File: src/rtl/core/hue_class_minmax_tracker_unit_macros.svh
// ----------------------------------------------------------------------------
// Hue class min/max tracker: assertion macros
// Shared concurrent assertion forms, clocked on clk.
// ----------------------------------------------------------------------------
`ifndef HUE_CLASS_MINMAX_TRACKER_UNIT_MACROS_SVH
`define HUE_CLASS_MINMAX_TRACKER_UNIT_MACROS_SVH

// Checked only outside reset.
`define HCMT_ASSERT(lbl, prop, msg) \
  lbl: assert property (@(posedge clk) disable iff (rst) prop) else $error(msg);

// Checked on every edge, reset included.
`define HCMT_ASSERT_ALWAYS(lbl, prop, msg) \
  lbl: assert property (@(posedge clk) prop) else $error(msg);

`endif

File: src/rtl/core/hcmt_pkg.sv
// ----------------------------------------------------------------------------
// Hue class min/max tracker package
// Class codes, hue ranges, bound record type and the class lookup.
// ----------------------------------------------------------------------------
`default_nettype none

package hcmt_pkg;

  localparam int NUM_CLASSES = 7;
  localparam int CLASS_W     = 3;
  localparam int CHAN_W      = 8;

  typedef logic [CLASS_W-1:0] class_t;
  typedef logic [CHAN_W-1:0]  chan_t;

  localparam class_t CLS_ORANGE = 3'd0;
  localparam class_t CLS_YELLOW = 3'd1;
  localparam class_t CLS_GREEN  = 3'd2;
  localparam class_t CLS_BLUE   = 3'd3;
  localparam class_t CLS_PURPLE = 3'd4;
  localparam class_t CLS_PINK   = 3'd5;
  localparam class_t CLS_RED    = 3'd6;

  localparam logic KIND_PIXEL = 1'b0;
  localparam logic KIND_CLEAR = 1'b1;

  localparam chan_t BLUE_FLOOR_RESET = 8'd100;

  localparam chan_t CLASS_LOWER [NUM_CLASSES] = '{
    8'd1, 8'd21, 8'd61, 8'd91, 8'd121, 8'd161, 8'd169
  };
  localparam chan_t CLASS_UPPER [NUM_CLASSES] = '{
    8'd20, 8'd30, 8'd90, 8'd120, 8'd160, 8'd168, 8'd180
  };

  typedef struct packed {
    chan_t hue_min;
    chan_t hue_max;
    chan_t sat_min;
    chan_t sat_max;
    chan_t val_min;
    chan_t val_max;
  } bounds_t;

  typedef struct packed {
    logic   hit;
    class_t cls;
  } lookup_t;

  // The ranges do not overlap, so at most one compare pair fires.
  function automatic lookup_t class_lookup(input chan_t hue);
    lookup_t res;
    res = '0;
    for (int k = 0; k < NUM_CLASSES; k++) begin
      if (hue >= CLASS_LOWER[k] && hue <= CLASS_UPPER[k]) begin
        res.hit = 1'b1;
        res.cls = class_t'(k);
      end
    end
    return res;
  endfunction

endpackage

`default_nettype wire

File: src/rtl/core/hcmt_pixel_if.sv
// ----------------------------------------------------------------------------
// Hue class min/max tracker: pixel channel
// Valid/ready channel that carries one pixel or clear word.
// ----------------------------------------------------------------------------
`default_nettype none

interface hcmt_pixel_if;
  logic               valid;
  logic               ready;
  logic               kind;
  hcmt_pkg::chan_t    hue;
  hcmt_pkg::chan_t    saturation;
  hcmt_pkg::chan_t    brightness;

  modport source (output valid, output kind, output hue, output saturation,
                  output brightness, input ready);
  modport sink   (input valid, input kind, input hue, input saturation,
                  input brightness, output ready);
endinterface

`default_nettype wire

File: src/rtl/core/hcmt_result_if.sv
// ----------------------------------------------------------------------------
// Hue class min/max tracker: result channel
// Valid/ready channel that carries the class and its updated bounds.
// ----------------------------------------------------------------------------
`default_nettype none

interface hcmt_result_if;
  logic               valid;
  logic               ready;
  logic               matched;
  hcmt_pkg::class_t   color_class;
  hcmt_pkg::chan_t    hue_min;
  hcmt_pkg::chan_t    hue_max;
  hcmt_pkg::chan_t    sat_min;
  hcmt_pkg::chan_t    sat_max;
  hcmt_pkg::chan_t    val_min;
  hcmt_pkg::chan_t    val_max;

  modport source (output valid, output matched, output color_class,
                  output hue_min, output hue_max, output sat_min, output sat_max,
                  output val_min, output val_max, input ready);
  modport sink   (input valid, input matched, input color_class,
                  input hue_min, input hue_max, input sat_min, input sat_max,
                  input val_min, input val_max, output ready);
endinterface

`default_nettype wire

File: src/rtl/core/hue_class_minmax_tracker_unit.sv
// ----------------------------------------------------------------------------
// Hue class min/max tracker
// Sorts HSV pixels into seven hue classes and tracks per-class channel bounds.
// ----------------------------------------------------------------------------
// Takes one word per clock while the result channel takes results, and returns
// one result word for each. When a word is accepted its class is looked up and
// the class entry is read from the bounds memory; in the update stage the entry is
// widened (or set, for the first pixel of a class) and written back, and the
// result is loaded into the output register. A pixel of the same class as the
// one just ahead of it takes the updated bounds from a bypass register, so no
// bubble is needed. The output register lets a new word in while a result
// waits. A clear word empties all classes at once through the per-class seen
// flags; bounds memory contents of an empty class are never used.
// ----------------------------------------------------------------------------
`default_nettype none

`include "hue_class_minmax_tracker_unit_macros.svh"

module hue_class_minmax_tracker_unit (
  input  wire logic            clk,
  input  wire logic            rst,
  input  wire logic            blue_floor_we,
  input  wire hcmt_pkg::chan_t blue_floor_wdata,
  hcmt_pixel_if.sink           pixel,
  hcmt_result_if.source        result
);

  hcmt_pkg::chan_t    blue_floor;

  hcmt_pkg::bounds_t  mem [hcmt_pkg::NUM_CLASSES];
  hcmt_pkg::bounds_t  rdata;
  hcmt_pkg::bounds_t  byp_data;
  logic               byp;

  logic [hcmt_pkg::NUM_CLASSES-1:0] seen;

  // Update stage
  logic               s1_valid;
  logic               s1_clear;
  logic               s1_matched;
  hcmt_pkg::class_t   s1_cls;
  hcmt_pkg::chan_t    s1_h;
  hcmt_pkg::chan_t    s1_s;
  hcmt_pkg::chan_t    s1_v;

  // Output register
  logic               out_valid;
  logic               out_matched;
  hcmt_pkg::class_t   out_cls;
  hcmt_pkg::bounds_t  out_b;

  logic               in_acc;
  logic               s1_adv;
  logic               wr_en;
  hcmt_pkg::lookup_t  lk;
  hcmt_pkg::chan_t    in_s;
  hcmt_pkg::chan_t    in_v;
  hcmt_pkg::bounds_t  cur;
  hcmt_pkg::bounds_t  upd;

  logic               bounds_ordered;
  logic               core_idle;

  assign s1_adv      = s1_valid && (!out_valid || result.ready);
  assign pixel.ready = !s1_valid || s1_adv;
  assign in_acc      = pixel.valid && pixel.ready;
  assign wr_en       = s1_adv && s1_matched;

  always_comb begin
    lk   = hcmt_pkg::class_lookup(pixel.hue);
    in_s = pixel.saturation;
    in_v = pixel.brightness;
    if (lk.hit && lk.cls == hcmt_pkg::CLS_BLUE) begin
      if (in_s < blue_floor) in_s = blue_floor;
      if (in_v < blue_floor) in_v = blue_floor;
    end
  end

  always_comb begin
    cur = byp ? byp_data : rdata;
    if (!seen[s1_cls]) begin
      upd = '{s1_h, s1_h, s1_s, s1_s, s1_v, s1_v};
    end else begin
      upd         = cur;
      if (s1_h < cur.hue_min) upd.hue_min = s1_h;
      if (s1_h > cur.hue_max) upd.hue_max = s1_h;
      if (s1_s < cur.sat_min) upd.sat_min = s1_s;
      if (s1_s > cur.sat_max) upd.sat_max = s1_s;
      if (s1_v < cur.val_min) upd.val_min = s1_v;
      if (s1_v > cur.val_max) upd.val_max = s1_v;
    end
  end

  always_ff @(posedge clk) begin
    if (rst) begin
      blue_floor <= hcmt_pkg::BLUE_FLOOR_RESET;
    end else if (blue_floor_we) begin
      blue_floor <= blue_floor_wdata;
    end
  end

  // Bounds memory: the read returns the old entry when the same entry is
  // written on the same edge, which the bypass register covers.
  always_ff @(posedge clk) begin
    if (wr_en) begin
      mem[s1_cls] <= upd;
    end
    if (in_acc) begin
      rdata <= mem[lk.cls];
    end
  end

  always_ff @(posedge clk) begin
    if (in_acc) begin
      byp_data <= upd;
    end
  end

  always_ff @(posedge clk) begin
    if (rst) begin
      byp <= 1'b0;
    end else if (in_acc) begin
      byp <= wr_en && (s1_cls == lk.cls);
    end
  end

  always_ff @(posedge clk) begin
    if (rst) begin
      seen <= '0;
    end else if (s1_adv && s1_clear) begin
      seen <= '0;
    end else if (wr_en) begin
      seen[s1_cls] <= 1'b1;
    end
  end

  always_ff @(posedge clk) begin
    if (rst) begin
      s1_valid <= 1'b0;
    end else if (in_acc) begin
      s1_valid <= 1'b1;
    end else if (s1_adv) begin
      s1_valid <= 1'b0;
    end
  end

  always_ff @(posedge clk) begin
    if (in_acc) begin
      s1_clear   <= (pixel.kind == hcmt_pkg::KIND_CLEAR);
      s1_matched <= (pixel.kind == hcmt_pkg::KIND_PIXEL) && lk.hit;
      s1_cls     <= lk.cls;
      s1_h       <= pixel.hue;
      s1_s       <= in_s;
      s1_v       <= in_v;
    end
  end

  always_ff @(posedge clk) begin
    if (rst) begin
      out_valid <= 1'b0;
    end else if (s1_adv) begin
      out_valid <= 1'b1;
    end else if (result.ready) begin
      out_valid <= 1'b0;
    end
  end

  always_ff @(posedge clk) begin
    if (s1_adv) begin
      out_matched <= s1_matched;
      out_cls     <= s1_matched ? s1_cls : hcmt_pkg::CLS_ORANGE;
      out_b       <= s1_matched ? upd : '0;
    end
  end

  assign result.valid       = out_valid;
  assign result.matched     = out_matched;
  assign result.color_class = out_cls;
  assign result.hue_min     = out_b.hue_min;
  assign result.hue_max     = out_b.hue_max;
  assign result.sat_min     = out_b.sat_min;
  assign result.sat_max     = out_b.sat_max;
  assign result.val_min     = out_b.val_min;
  assign result.val_max     = out_b.val_max;

  assign bounds_ordered = (out_b.hue_min <= out_b.hue_max) &&
                          (out_b.sat_min <= out_b.sat_max) &&
                          (out_b.val_min <= out_b.val_max);
  assign core_idle      = (seen == '0) && !s1_valid && !out_valid;

  `HCMT_ASSERT(a_bounds_ordered, out_valid && out_matched |-> bounds_ordered, "bounds out of order")
  `HCMT_ASSERT(a_clear_empties, s1_adv && s1_clear |=> seen == '0, "clear left a class seen")
  `HCMT_ASSERT_ALWAYS(a_reset_state, rst |=> core_idle, "state not cleared by reset")

endmodule

`default_nettype wire

File: src/flat_wrapper.sv
// flat-port wrapper written by rule: the top's interface ports become plain ports
module hue_class_minmax_tracker_unit_flat 
  (clk, rst, blue_floor_we, blue_floor_wdata, pixel_valid, pixel_kind, pixel_hue, pixel_saturation, pixel_brightness, pixel_ready, result_valid, result_matched, result_color_class, result_hue_min, result_hue_max, result_sat_min, result_sat_max, result_val_min, result_val_max, result_ready);
  hcmt_pixel_if pixel_i ();
  hcmt_result_if result_i ();
  input  wire logic clk;
  input  wire logic rst;
  input  wire logic blue_floor_we;
  input  wire hcmt_pkg::chan_t blue_floor_wdata;
  input wire logic [$bits(pixel_i.valid)-1:0] pixel_valid;
  input wire logic [$bits(pixel_i.kind)-1:0] pixel_kind;
  input wire logic [$bits(pixel_i.hue)-1:0] pixel_hue;
  input wire logic [$bits(pixel_i.saturation)-1:0] pixel_saturation;
  input wire logic [$bits(pixel_i.brightness)-1:0] pixel_brightness;
  output wire logic [$bits(pixel_i.ready)-1:0] pixel_ready;
  output wire logic [$bits(result_i.valid)-1:0] result_valid;
  output wire logic [$bits(result_i.matched)-1:0] result_matched;
  output wire logic [$bits(result_i.color_class)-1:0] result_color_class;
  output wire logic [$bits(result_i.hue_min)-1:0] result_hue_min;
  output wire logic [$bits(result_i.hue_max)-1:0] result_hue_max;
  output wire logic [$bits(result_i.sat_min)-1:0] result_sat_min;
  output wire logic [$bits(result_i.sat_max)-1:0] result_sat_max;
  output wire logic [$bits(result_i.val_min)-1:0] result_val_min;
  output wire logic [$bits(result_i.val_max)-1:0] result_val_max;
  input wire logic [$bits(result_i.ready)-1:0] result_ready;
  assign pixel_i.valid = pixel_valid;
  assign pixel_i.kind = pixel_kind;
  assign pixel_i.hue = pixel_hue;
  assign pixel_i.saturation = pixel_saturation;
  assign pixel_i.brightness = pixel_brightness;
  assign pixel_ready = pixel_i.ready;
  assign result_valid = result_i.valid;
  assign result_matched = result_i.matched;
  assign result_color_class = result_i.color_class;
  assign result_hue_min = result_i.hue_min;
  assign result_hue_max = result_i.hue_max;
  assign result_sat_min = result_i.sat_min;
  assign result_sat_max = result_i.sat_max;
  assign result_val_min = result_i.val_min;
  assign result_val_max = result_i.val_max;
  assign result_i.ready = result_ready;
  hue_class_minmax_tracker_unit u_core (.clk(clk), .rst(rst), .blue_floor_we(blue_floor_we), .blue_floor_wdata(blue_floor_wdata), .pixel(pixel_i), .result(result_i));
endmodule
File: config.mk
export PLATFORM = sky130hd
export DESIGN_NAME = hue_class_minmax_tracker_unit_flat
export DESIGN_NICKNAME = d
export VERILOG_FILES = /design/src/rtl/core/hcmt_pkg.sv /design/src/rtl/core/hcmt_pixel_if.sv /design/src/rtl/core/hcmt_result_if.sv /design/src/rtl/core/hue_class_minmax_tracker_unit.sv /design/src/flat_wrapper.sv
export VERILOG_INCLUDE_DIRS = /design/src /design/src/rtl/core
export SDC_FILE = /design/constraint.sdc
export NUM_CORES = 1
export LEC_CHECK = 0
export ABC_AREA = 1
export BUFFER_PORTS_ARGS = -buffer_cell sky130_fd_sc_hd__buf_2
export CORE_UTILIZATION = 40
export CTS_BUF_LIST = sky130_fd_sc_hd__clkbuf_8 sky130_fd_sc_hd__clkbuf_16
export DETAILED_ROUTE_END_ITERATION = 7
export GPL_TIMING_DRIVEN = 0
export PLACE_DENSITY = 0.56
export SETUP_SLACK_MARGIN = 0.4
export SLEW_MARGIN = 5
export SYNTH_ARGS = -nofsm -noshare
export SYNTH_HDL_FRONTEND = slang
export SYNTH_SLANG_ARGS = --single-unit
File: constraint.sdc
create_clock -name clk -period 5.1 [get_ports clk]
set_input_delay 0 -clock clk [delete_from_list [all_inputs] [get_ports clk]]
set_output_delay 0 -clock clk [all_outputs]
set_load 0.02 [all_outputs]
==> results.json, run 1 <==
{
  "fin_setup_tns_ns": 0,
  "hold_path.class": "in2reg",
  "p_total_mw": 10.7,
  "number_of_h_tree_branching_levels": 2,
  "layout-drive-gt1-share": 0.126,
  "cts_num_sinks": 531,
  "detail_route.first_pass.iterations": 6,
  "drv_cap": 0,
  "crit_chain": "buf_2, buf_2, buf_2, mux2i_1, ha_1, nand2_1, nor2_1, nand3_1, o21ai_1, nand2_1, nand2_1, nand2_1",
  "drc": 0,
  "die_w_um": 243,
  "fraction_of_power_consumed_by_sequential_logic": 0.487,
  "gp_congestion": 0.874,
  "p_clk_frac": 0.374,
  "synthesis.nets": 2145,
  "worstHoldStart": "pixel_hue[3]",
  "ir_drop_mv": 0.274,
  "ys.warnings.count": 0,
  "cts-buffers-inserted": 55,
  "vias": 15700,
  "grt_pass1_vias": 15500,
  "startpoint_type": "register",
  "post_dp_cell_area_um2": 25100,
  "number_of_distinct_standard_cells_referenced_by_the_synthesized_netlist": 34,
  "grt_first_pass_wirelength_mm": 95.4,
  "tightestPinTransition_ns": 0.961,
  "cp_slowest_cell": "sky130_fd_sc_hd__o21ai_1",
  "die_area_um2": 59000,
  "regToRegStartpoint": "u_core.byp",
  "cts_max_path_buffers": 3,
  "cp_startpoint": "u_core.byp",
  "yosysSeqAreaShare": 0.679,
  "syn-mean-instance-area_um2": 11.3,
  "height_of_the_chip_um": 243,
  "avgViaCountPerCell": 5.09,
  "rows": 87,
  "switchingPower_mw": 2.82,
  "final_area_um2": 27400,
  "io-pin-count": 92,
  "timing.final.setup_violations": 0,
  "drv_slew": 0,
  "maxSlewHeadroom": 0.359,
  "power.internal_mw": 7.92,
  "cts_resized": 0,
  "worst_setup_path_end_kind": "register",
  "final_clock_period_utilization_by_the_worst_path": 0.765,
  "routedWlPerCell_um": 20.6,
  "power.switching_fraction": 0.262,
  "cellPowerDensity_nw_per_um2": 392,
  "design.core.area_um2": 56800,
  "port_buffers": 91,
  "largest_stage_delay_on_the_critical_path_ns": 0.61,
  "ant_nets": 0,
  "clkTransAtPathRegs_ns": 0.06,
  "nets": 2380,
  "cts_tree": "yes",
  "cp_num_buf_inv": 3,
  "ctsRootBufferMaster": "sky130_fd_sc_hd__clkbuf_16",
  "cp_data_arrival_time_ns": 4.16,
  "timing.critical_path.mode_cell": "sky130_fd_sc_hd__nand2_1",
  "crit_path_max_fanout": 10,
  "maxClockFrequency_ghz": 0.256,
  "maximum_number_of_pins_on_one_net_before_global_route_repair": 66,
  "grt_overflow": 0,
  "clkLatencyLatePin_ns": 0.61,
  "leakagePower_nw": 11.1,
  "post-dp-hpwl_mm": 44.6,
  "dr.first_iter.drc_count": 1261,
  "finalCriticalPeriod_ns": 3.90,
  "family_with_the_most_delay_on_the_worst_path": "simple AND/OR/NAND/NOR gates",
  "wl_mm": 63.4,
  "antenna_found_initial": 2,
  "groute.usage.overall": 0.216,
  "cp_data_required_time_ns": 5.36,
  "hold_viol_final": 0,
  "synth.cell_area_um2": 23200,
  "areaGrowthSynthToFinish_pct": 18.1,
  "comb_power_share": 0.139,
  "timing.setup.critical_path_class": "reg2reg",
  "start_util": 0.408,
  "grt_setup_unrepaired": "false",
  "synthCells": 2048,
  "ys_ff_latch": 531,
  "post_route_skew_ns": 0.0186,
  "run_status": "completed"
}
==> Yosys cell counts <==
library cell	count	area, µm²
sky130_fd_sc_hd__nand2_2	1	6.26
sky130_fd_sc_hd__a31oi_1	1	6.26
sky130_fd_sc_hd__nand4_1	6	37.5
sky130_fd_sc_hd__mux2i_1	45	450
sky130_fd_sc_hd__nand3b_1	21	158
sky130_fd_sc_hd__inv_2	7	26.3
sky130_fd_sc_hd__clkbuf_1	25	93.8
sky130_fd_sc_hd__nor2_1	69	259
sky130_fd_sc_hd__inv_1	197	739
sky130_fd_sc_hd__clkinv_1	1	3.75
sky130_fd_sc_hd__a21oi_1	84	420
sky130_fd_sc_hd__o21ai_0	52	260
sky130_fd_sc_hd__nor2_2	1	6.26
sky130_fd_sc_hd__buf_6	2	22.5
sky130_fd_sc_hd__o22ai_1	1	6.26
sky130_fd_sc_hd__o211ai_1	68	510
sky130_fd_sc_hd__nor3_1	10	50.1
sky130_fd_sc_hd__dfxtp_1	18	360
sky130_fd_sc_hd__edfxtp_1	513	15400
sky130_fd_sc_hd__nand3_2	2	20.0
sky130_fd_sc_hd__o211ai_2	10	125
sky130_fd_sc_hd__buf_4	9	67.6
sky130_fd_sc_hd__o2111ai_1	1	8.76
sky130_fd_sc_hd__nand3_1	114	571
sky130_fd_sc_hd__a211oi_1	3	22.5
sky130_fd_sc_hd__o21a_1	2	15.0
sky130_fd_sc_hd__nand2_1	666	2500
sky130_fd_sc_hd__ha_1	59	738
sky130_fd_sc_hd__nor3_4	1	16.3
sky130_fd_sc_hd__o21ai_2	1	8.76
sky130_fd_sc_hd__buf_2	48	240
sky130_fd_sc_hd__inv_4	1	6.26
sky130_fd_sc_hd__o21ai_1	8	40.0
sky130_fd_sc_hd__buf_1	1	3.75
==> power by group through the flow <==
stage | clock network [mW] | registers (mW) | logic (mW)
after global routing | 4.23 | 5.24 | 1.66
after detailed placement | 0 | 5.32 | 1.45
after CTS | 4.07 | 5.23 | 1.49
after global placement | 0 | 5.33 | 1.41
final | 4.01 | 5.23 | 1.49
after floorplan | 0 | 5.33 | 0.859
==> area by class of cell <==
class / count / area (µm²)
Buffer: 85 / 428
Antenna cell: 1 / 2.50
Sequential cell: 531 / 15800
Clock buffer: 57 / 1430
Inverter: 206 / 781
Clock inverter: 41 / 365
Fill cell: 5085 / 29400
Multi-Input combinational cell: 1226 / 6280
Timing Repair Buffer: 178 / 1410
Tap cell: 756 / 946
==> sequential cells by signal, indices dropped and copies added (netlist names) <==
signal and cells:
u_core.s1_matched 1, u_core.s1_valid 1, u_core.result.sat_min 8, u_core.s1_s 8, u_core.result.valid 1, u_core.s1_v 8, u_core.result.val_max 8, u_core.result.val_min 8
u_core.s1_cls 3, u_core.result.matched 1, u_core.byp 1, u_core.blue_floor 8, u_core.seen 7, u_core.mem 336, u_core.result.hue_min 8, u_core.rdata 48
u_core.result.color_class 3, u_core.byp_data 48, u_core.s1_h 8, u_core.result.sat_max 8, u_core.result.hue_max 8, u_core.s1_clear 1
==> logic make-up (layout without fill, tap and decap cells) <==
logic type,after synthesis,after routing,share of synthesized area
mux,45,45,0.0194
other cells,0,1,0
fa+ha+maj,59,59,0.0318
simple gates,891,891,0.156
compound gates,231,231,0.0614
buf+inv,291,567,0.0519
flops,531,531,0.679
==> placed cells by master, fill, tap and decap left out, types with 11 or more instances in the layout <==
cell type                       instances
sky130_fd_sc_hd__nand2_1              666
sky130_fd_sc_hd__edfxtp_1             513
sky130_fd_sc_hd__inv_1                208
sky130_fd_sc_hd__buf_2                139
sky130_fd_sc_hd__nand3_1              114
sky130_fd_sc_hd__a21oi_1               84
sky130_fd_sc_hd__o211ai_1              68
sky130_fd_sc_hd__nor2_1                66
sky130_fd_sc_hd__ha_1                  59
sky130_fd_sc_hd__clkbuf_16             57
sky130_fd_sc_hd__dlygate4sd3_1         54
sky130_fd_sc_hd__o21ai_0               52
sky130_fd_sc_hd__mux2i_1               45
sky130_fd_sc_hd__clkbuf_1              25
sky130_fd_sc_hd__buf_4                 24
sky130_fd_sc_hd__nand3b_1              21
sky130_fd_sc_hd__dfxtp_1               18
sky130_fd_sc_hd__buf_6                 11
==> metrics by stage <==
stage | hold WS [ns] | setup WS (ns) | utilization | std cells
after floorplan | 0.0691 | 0.410 | - | 2048
after global placement | 0.212 | -3.61 | 0.433 | 2895
after detailed placement | 0.216 | 1.25 | 0.441 | 2928
after CTS | 0.122 | 1.22 | 0.482 | 3080
after global routing | 0.140 | 1.00 | 0.482 | 3080
final | 0.151 | 1.20 | 0.482 | 3081
==> repair_timing <==
item / 4_1_cts / 5_1_grt
hold endpoints to repair: 37 / 0
setup endpoints to repair: 0 / 0
setup buffers: 0 / 0
hold buffers: 54 / 0
==> worst paths after layout <==
check                           end  slack [ns]  cells after the start
setup reg to reg  u_core.mem[3][16]        1.20                     12
hold / removal       u_core.s1_h[3]        0.15                      2
hold reg to reg      u_core.seen[6]        0.47                      2
setup / recovery  u_core.mem[3][16]        1.20                     12
==> metal layers <==
layer / share of wire / GRT usage
met1: 0.43 / 0.284
met2: 0.49 / 0.367
met3: 0.056 / 0.0269
met4: 0.027 / 0.0779
met5: 0 / 0
No activity file was read; power rests on OpenSTA's default activity.
==> run 2: changes to the inputs <==
--- a/config.mk
+++ b/config.mk
@@ -12,7 +12,7 @@
 export CTS_BUF_LIST = sky130_fd_sc_hd__clkbuf_8 sky130_fd_sc_hd__clkbuf_16
 export DETAILED_ROUTE_END_ITERATION = 7
 export GPL_TIMING_DRIVEN = 0
-export PLACE_DENSITY = 0.56
+export PLACE_DENSITY = 0.58
 export SETUP_SLACK_MARGIN = 0.4
 export SLEW_MARGIN = 5
 export SYNTH_ARGS = -nofsm -noshare
==> constraint.sdc (replaced) <==
create_clock -name clk -period 3.12 [get_ports clk]
set_input_delay 0 -clock clk [delete_from_list [all_inputs] [get_ports clk]]
set_output_delay 0 -clock clk [all_outputs]
set_load 0.02 [all_outputs]
==> run 2 against run 1 <==
Critical path depth grew 2. Die area stayed put. Worst hold slack improved by 0.0024 ns. Cell area increased by 4.2%. Register-to-register slack lost 0.74 ns. Sequential power up 64%. Power grew 63%. First-iteration DRC count grew 0.24%. Critical endpoint is now u_core.result.val_min[4]. Largest power group unchanged. Highest routed layer unchanged.
==> results.json, run 2 (synthesized netlist as in run 1, its figures left out) <==
{
  "grt_setup_unrepaired": "true",
  "detail_route.first_pass.iterations": 6,
  "tightestPinTransition_ns": 0.991,
  "place_worst_setup_slack_ns": -0.744,
  "finalCriticalPeriod_ns": 2.67,
  "start_util": 0.408,
  "hold_viol_final": 0,
  "port_buffers": 91,
  "antenna_found_initial": 0,
  "areaGrowthSynthToFinish_pct": 23.1,
  "worst_setup_path_end_kind": "register",
  "maximum_number_of_pins_on_one_net_before_global_route_repair": 54,
  "avgViaCountPerCell": 5.16,
  "final_clock_period_utilization_by_the_worst_path": 0.854,
  "die_w_um": 243,
  "drv_slew": 0,
  "number_of_h_tree_branching_levels": 2,
  "drc": 0,
  "grt_pass1_vias": 15700,
  "cp_data_arrival_time_ns": 3.09,
  "fin_setup_tns_ns": 0,
  "cts_num_sinks": 531,
  "layout_commonest_cell": "sky130_fd_sc_hd__nand2_1",
  "postLayoutSetupSlackWorst_ns": 0.455,
  "final-instance-count-excl-fill": 3109,
  "layout.core_utilization": 0.503,
  "run_status": "completed",
  "largest_reg_flops": 336,
  "gp_congestion": 0.875,
  "height_of_the_chip_um": 243,
  "ant_nets": 0,
  "groute.usage.overall": 0.216,
  "maxSlewHeadroom": 0.339,
  "nets": 2410,
  "post_route_skew_ns": 0.00877,
  "routedWlPerCell_um": 20.7,
  "largestRegisters": "u_core.mem x336, u_core.byp_data x48, u_core.rdata x48",
  "hold_path.class": "in2reg",
  "io-pin-count": 92,
  "crit_path_max_fanout": 8,
  "cts_tree": "yes",
  "rows": 87,
  "antenna_cells": 0,
  "cts-buffers-inserted": 55,
  "grt_first_pass_wirelength_mm": 95.0,
  "mostFrequentLayoutCells": "sky130_fd_sc_hd__nand2_1 (611), sky130_fd_sc_hd__edfxtp_1 (513), sky130_fd_sc_hd__inv_1 (180), sky130_fd_sc_hd__buf_2 (133), sky130_fd_sc_hd__nand3_1 (113)",
  "place_inst": 2917,
  "dr.first_iter.drc_count": 1264,
  "drv_cap": 0,
  "startpoint_type": "register",
  "top_register": "u_core.mem",
  "design.core.area_um2": 56800,
  "layout-drive-gt1-share": 0.194,
  "clkLatencyLatePin_ns": 0.59,
  "cp_data_required_time_ns": 3.54,
  "vias": 16000,
  "timing.setup.critical_path_class": "reg2reg",
  "cellPowerDensity_nw_per_um2": 613,
  "ctsRootBufferMaster": "sky130_fd_sc_hd__clkbuf_16",
  "maxClockFrequency_ghz": 0.375,
  "cts_max_path_buffers": 3,
  "final_area_um2": 28600,
  "timing.final.setup_violations": 0,
  "wl_mm": 64.4,
  "ir_drop_mv": 0.493,
  "grt_overflow": 0,
  "die_area_um2": 59000,
  "post_dp_cell_area_um2": 25200,
  "leakagePower_nw": 11.4,
  "post-dp-hpwl_mm": 43.8,
  "clkTransAtPathRegs_ns": 0.06
}
==> run 2: path summary, 6_finish.rpt <==
kind / from / to / slack, ns / cells past startpoint
max: u_core.byp / u_core.result.val_min[4] / 0.45 / 14
min: pixel_hue[3] / u_core.s1_h[3] / 0.15 / 2
max reg2reg: u_core.byp / u_core.result.val_min[4] / 0.45 / 14
min reg2reg: u_core.seen[5] / u_core.seen[5] / 0.47 / 2
==> run 2: power breakdown <==
group          switching, mW  total, mW  internal (mW)
Combinational           1.91       2.75          0.838
Clock                   2.67       6.19           3.52
Sequential             0.144       8.57           8.43
Total                   4.73       17.5           12.8
==> run 2: area by class of cell <==
cell class                 instances  area [µm²]
clock buffer                      57        1430
tap                              756         946
timing repair buffer             208        1900
inverter                         206         787
buffer                            85         539
sequential                       531       15800
fill                            5002       28300
multi-input combinational       1226        6940
clock inverter                    40         251
==> run 2: worst max-delay path, stage by stage, from the launching register on <==
cell and delay (ns):
sky130_fd_sc_hd__dfxtp_2 0.33, sky130_fd_sc_hd__buf_6 0.11, sky130_fd_sc_hd__buf_12 0.16, sky130_fd_sc_hd__buf_4 0.14
sky130_fd_sc_hd__clkbuf_16 0.15, sky130_fd_sc_hd__mux2i_2 0.27, sky130_fd_sc_hd__ha_1 0.28, sky130_fd_sc_hd__inv_1 0.08
sky130_fd_sc_hd__nor3_2 0.06, sky130_fd_sc_hd__a211oi_2 0.23, sky130_fd_sc_hd__nand2_2 0.11, sky130_fd_sc_hd__buf_4 0.18
sky130_fd_sc_hd__nand3_1 0.07, sky130_fd_sc_hd__nand2_1 0.12, sky130_fd_sc_hd__nor2_2 0.20
==> run 2: timing repair <==
action / 4_1_cts / 5_1_grt
cloned: 0 / 4
hold buffers: 53 / 0
gates resized for setup: 100 / 97
buffers inserted: 14 / 24
hold endpoints to repair: 37 / 0
setup endpoints to repair: 432 / 472
pin swaps: 7 / 16
==> run 2: layer usage <==
layer	routed length (µm)	global-route usage
met4	2430	0.0936
met2	31400	0.363
met3	3830	0.0269
met1	26700	0.282
met5	0	0
==> run 2: stage by stage <==
step / hold WS [ns] / power (mW)
finish: 0.153 / 17.5
global route: 0.142 / 18.1
CTS: 0.118 / 17.4
detailed placement: 0.219 / 11.1
global placement: 0.217 / 11.0
floorplan: 0.0617 / 10.1
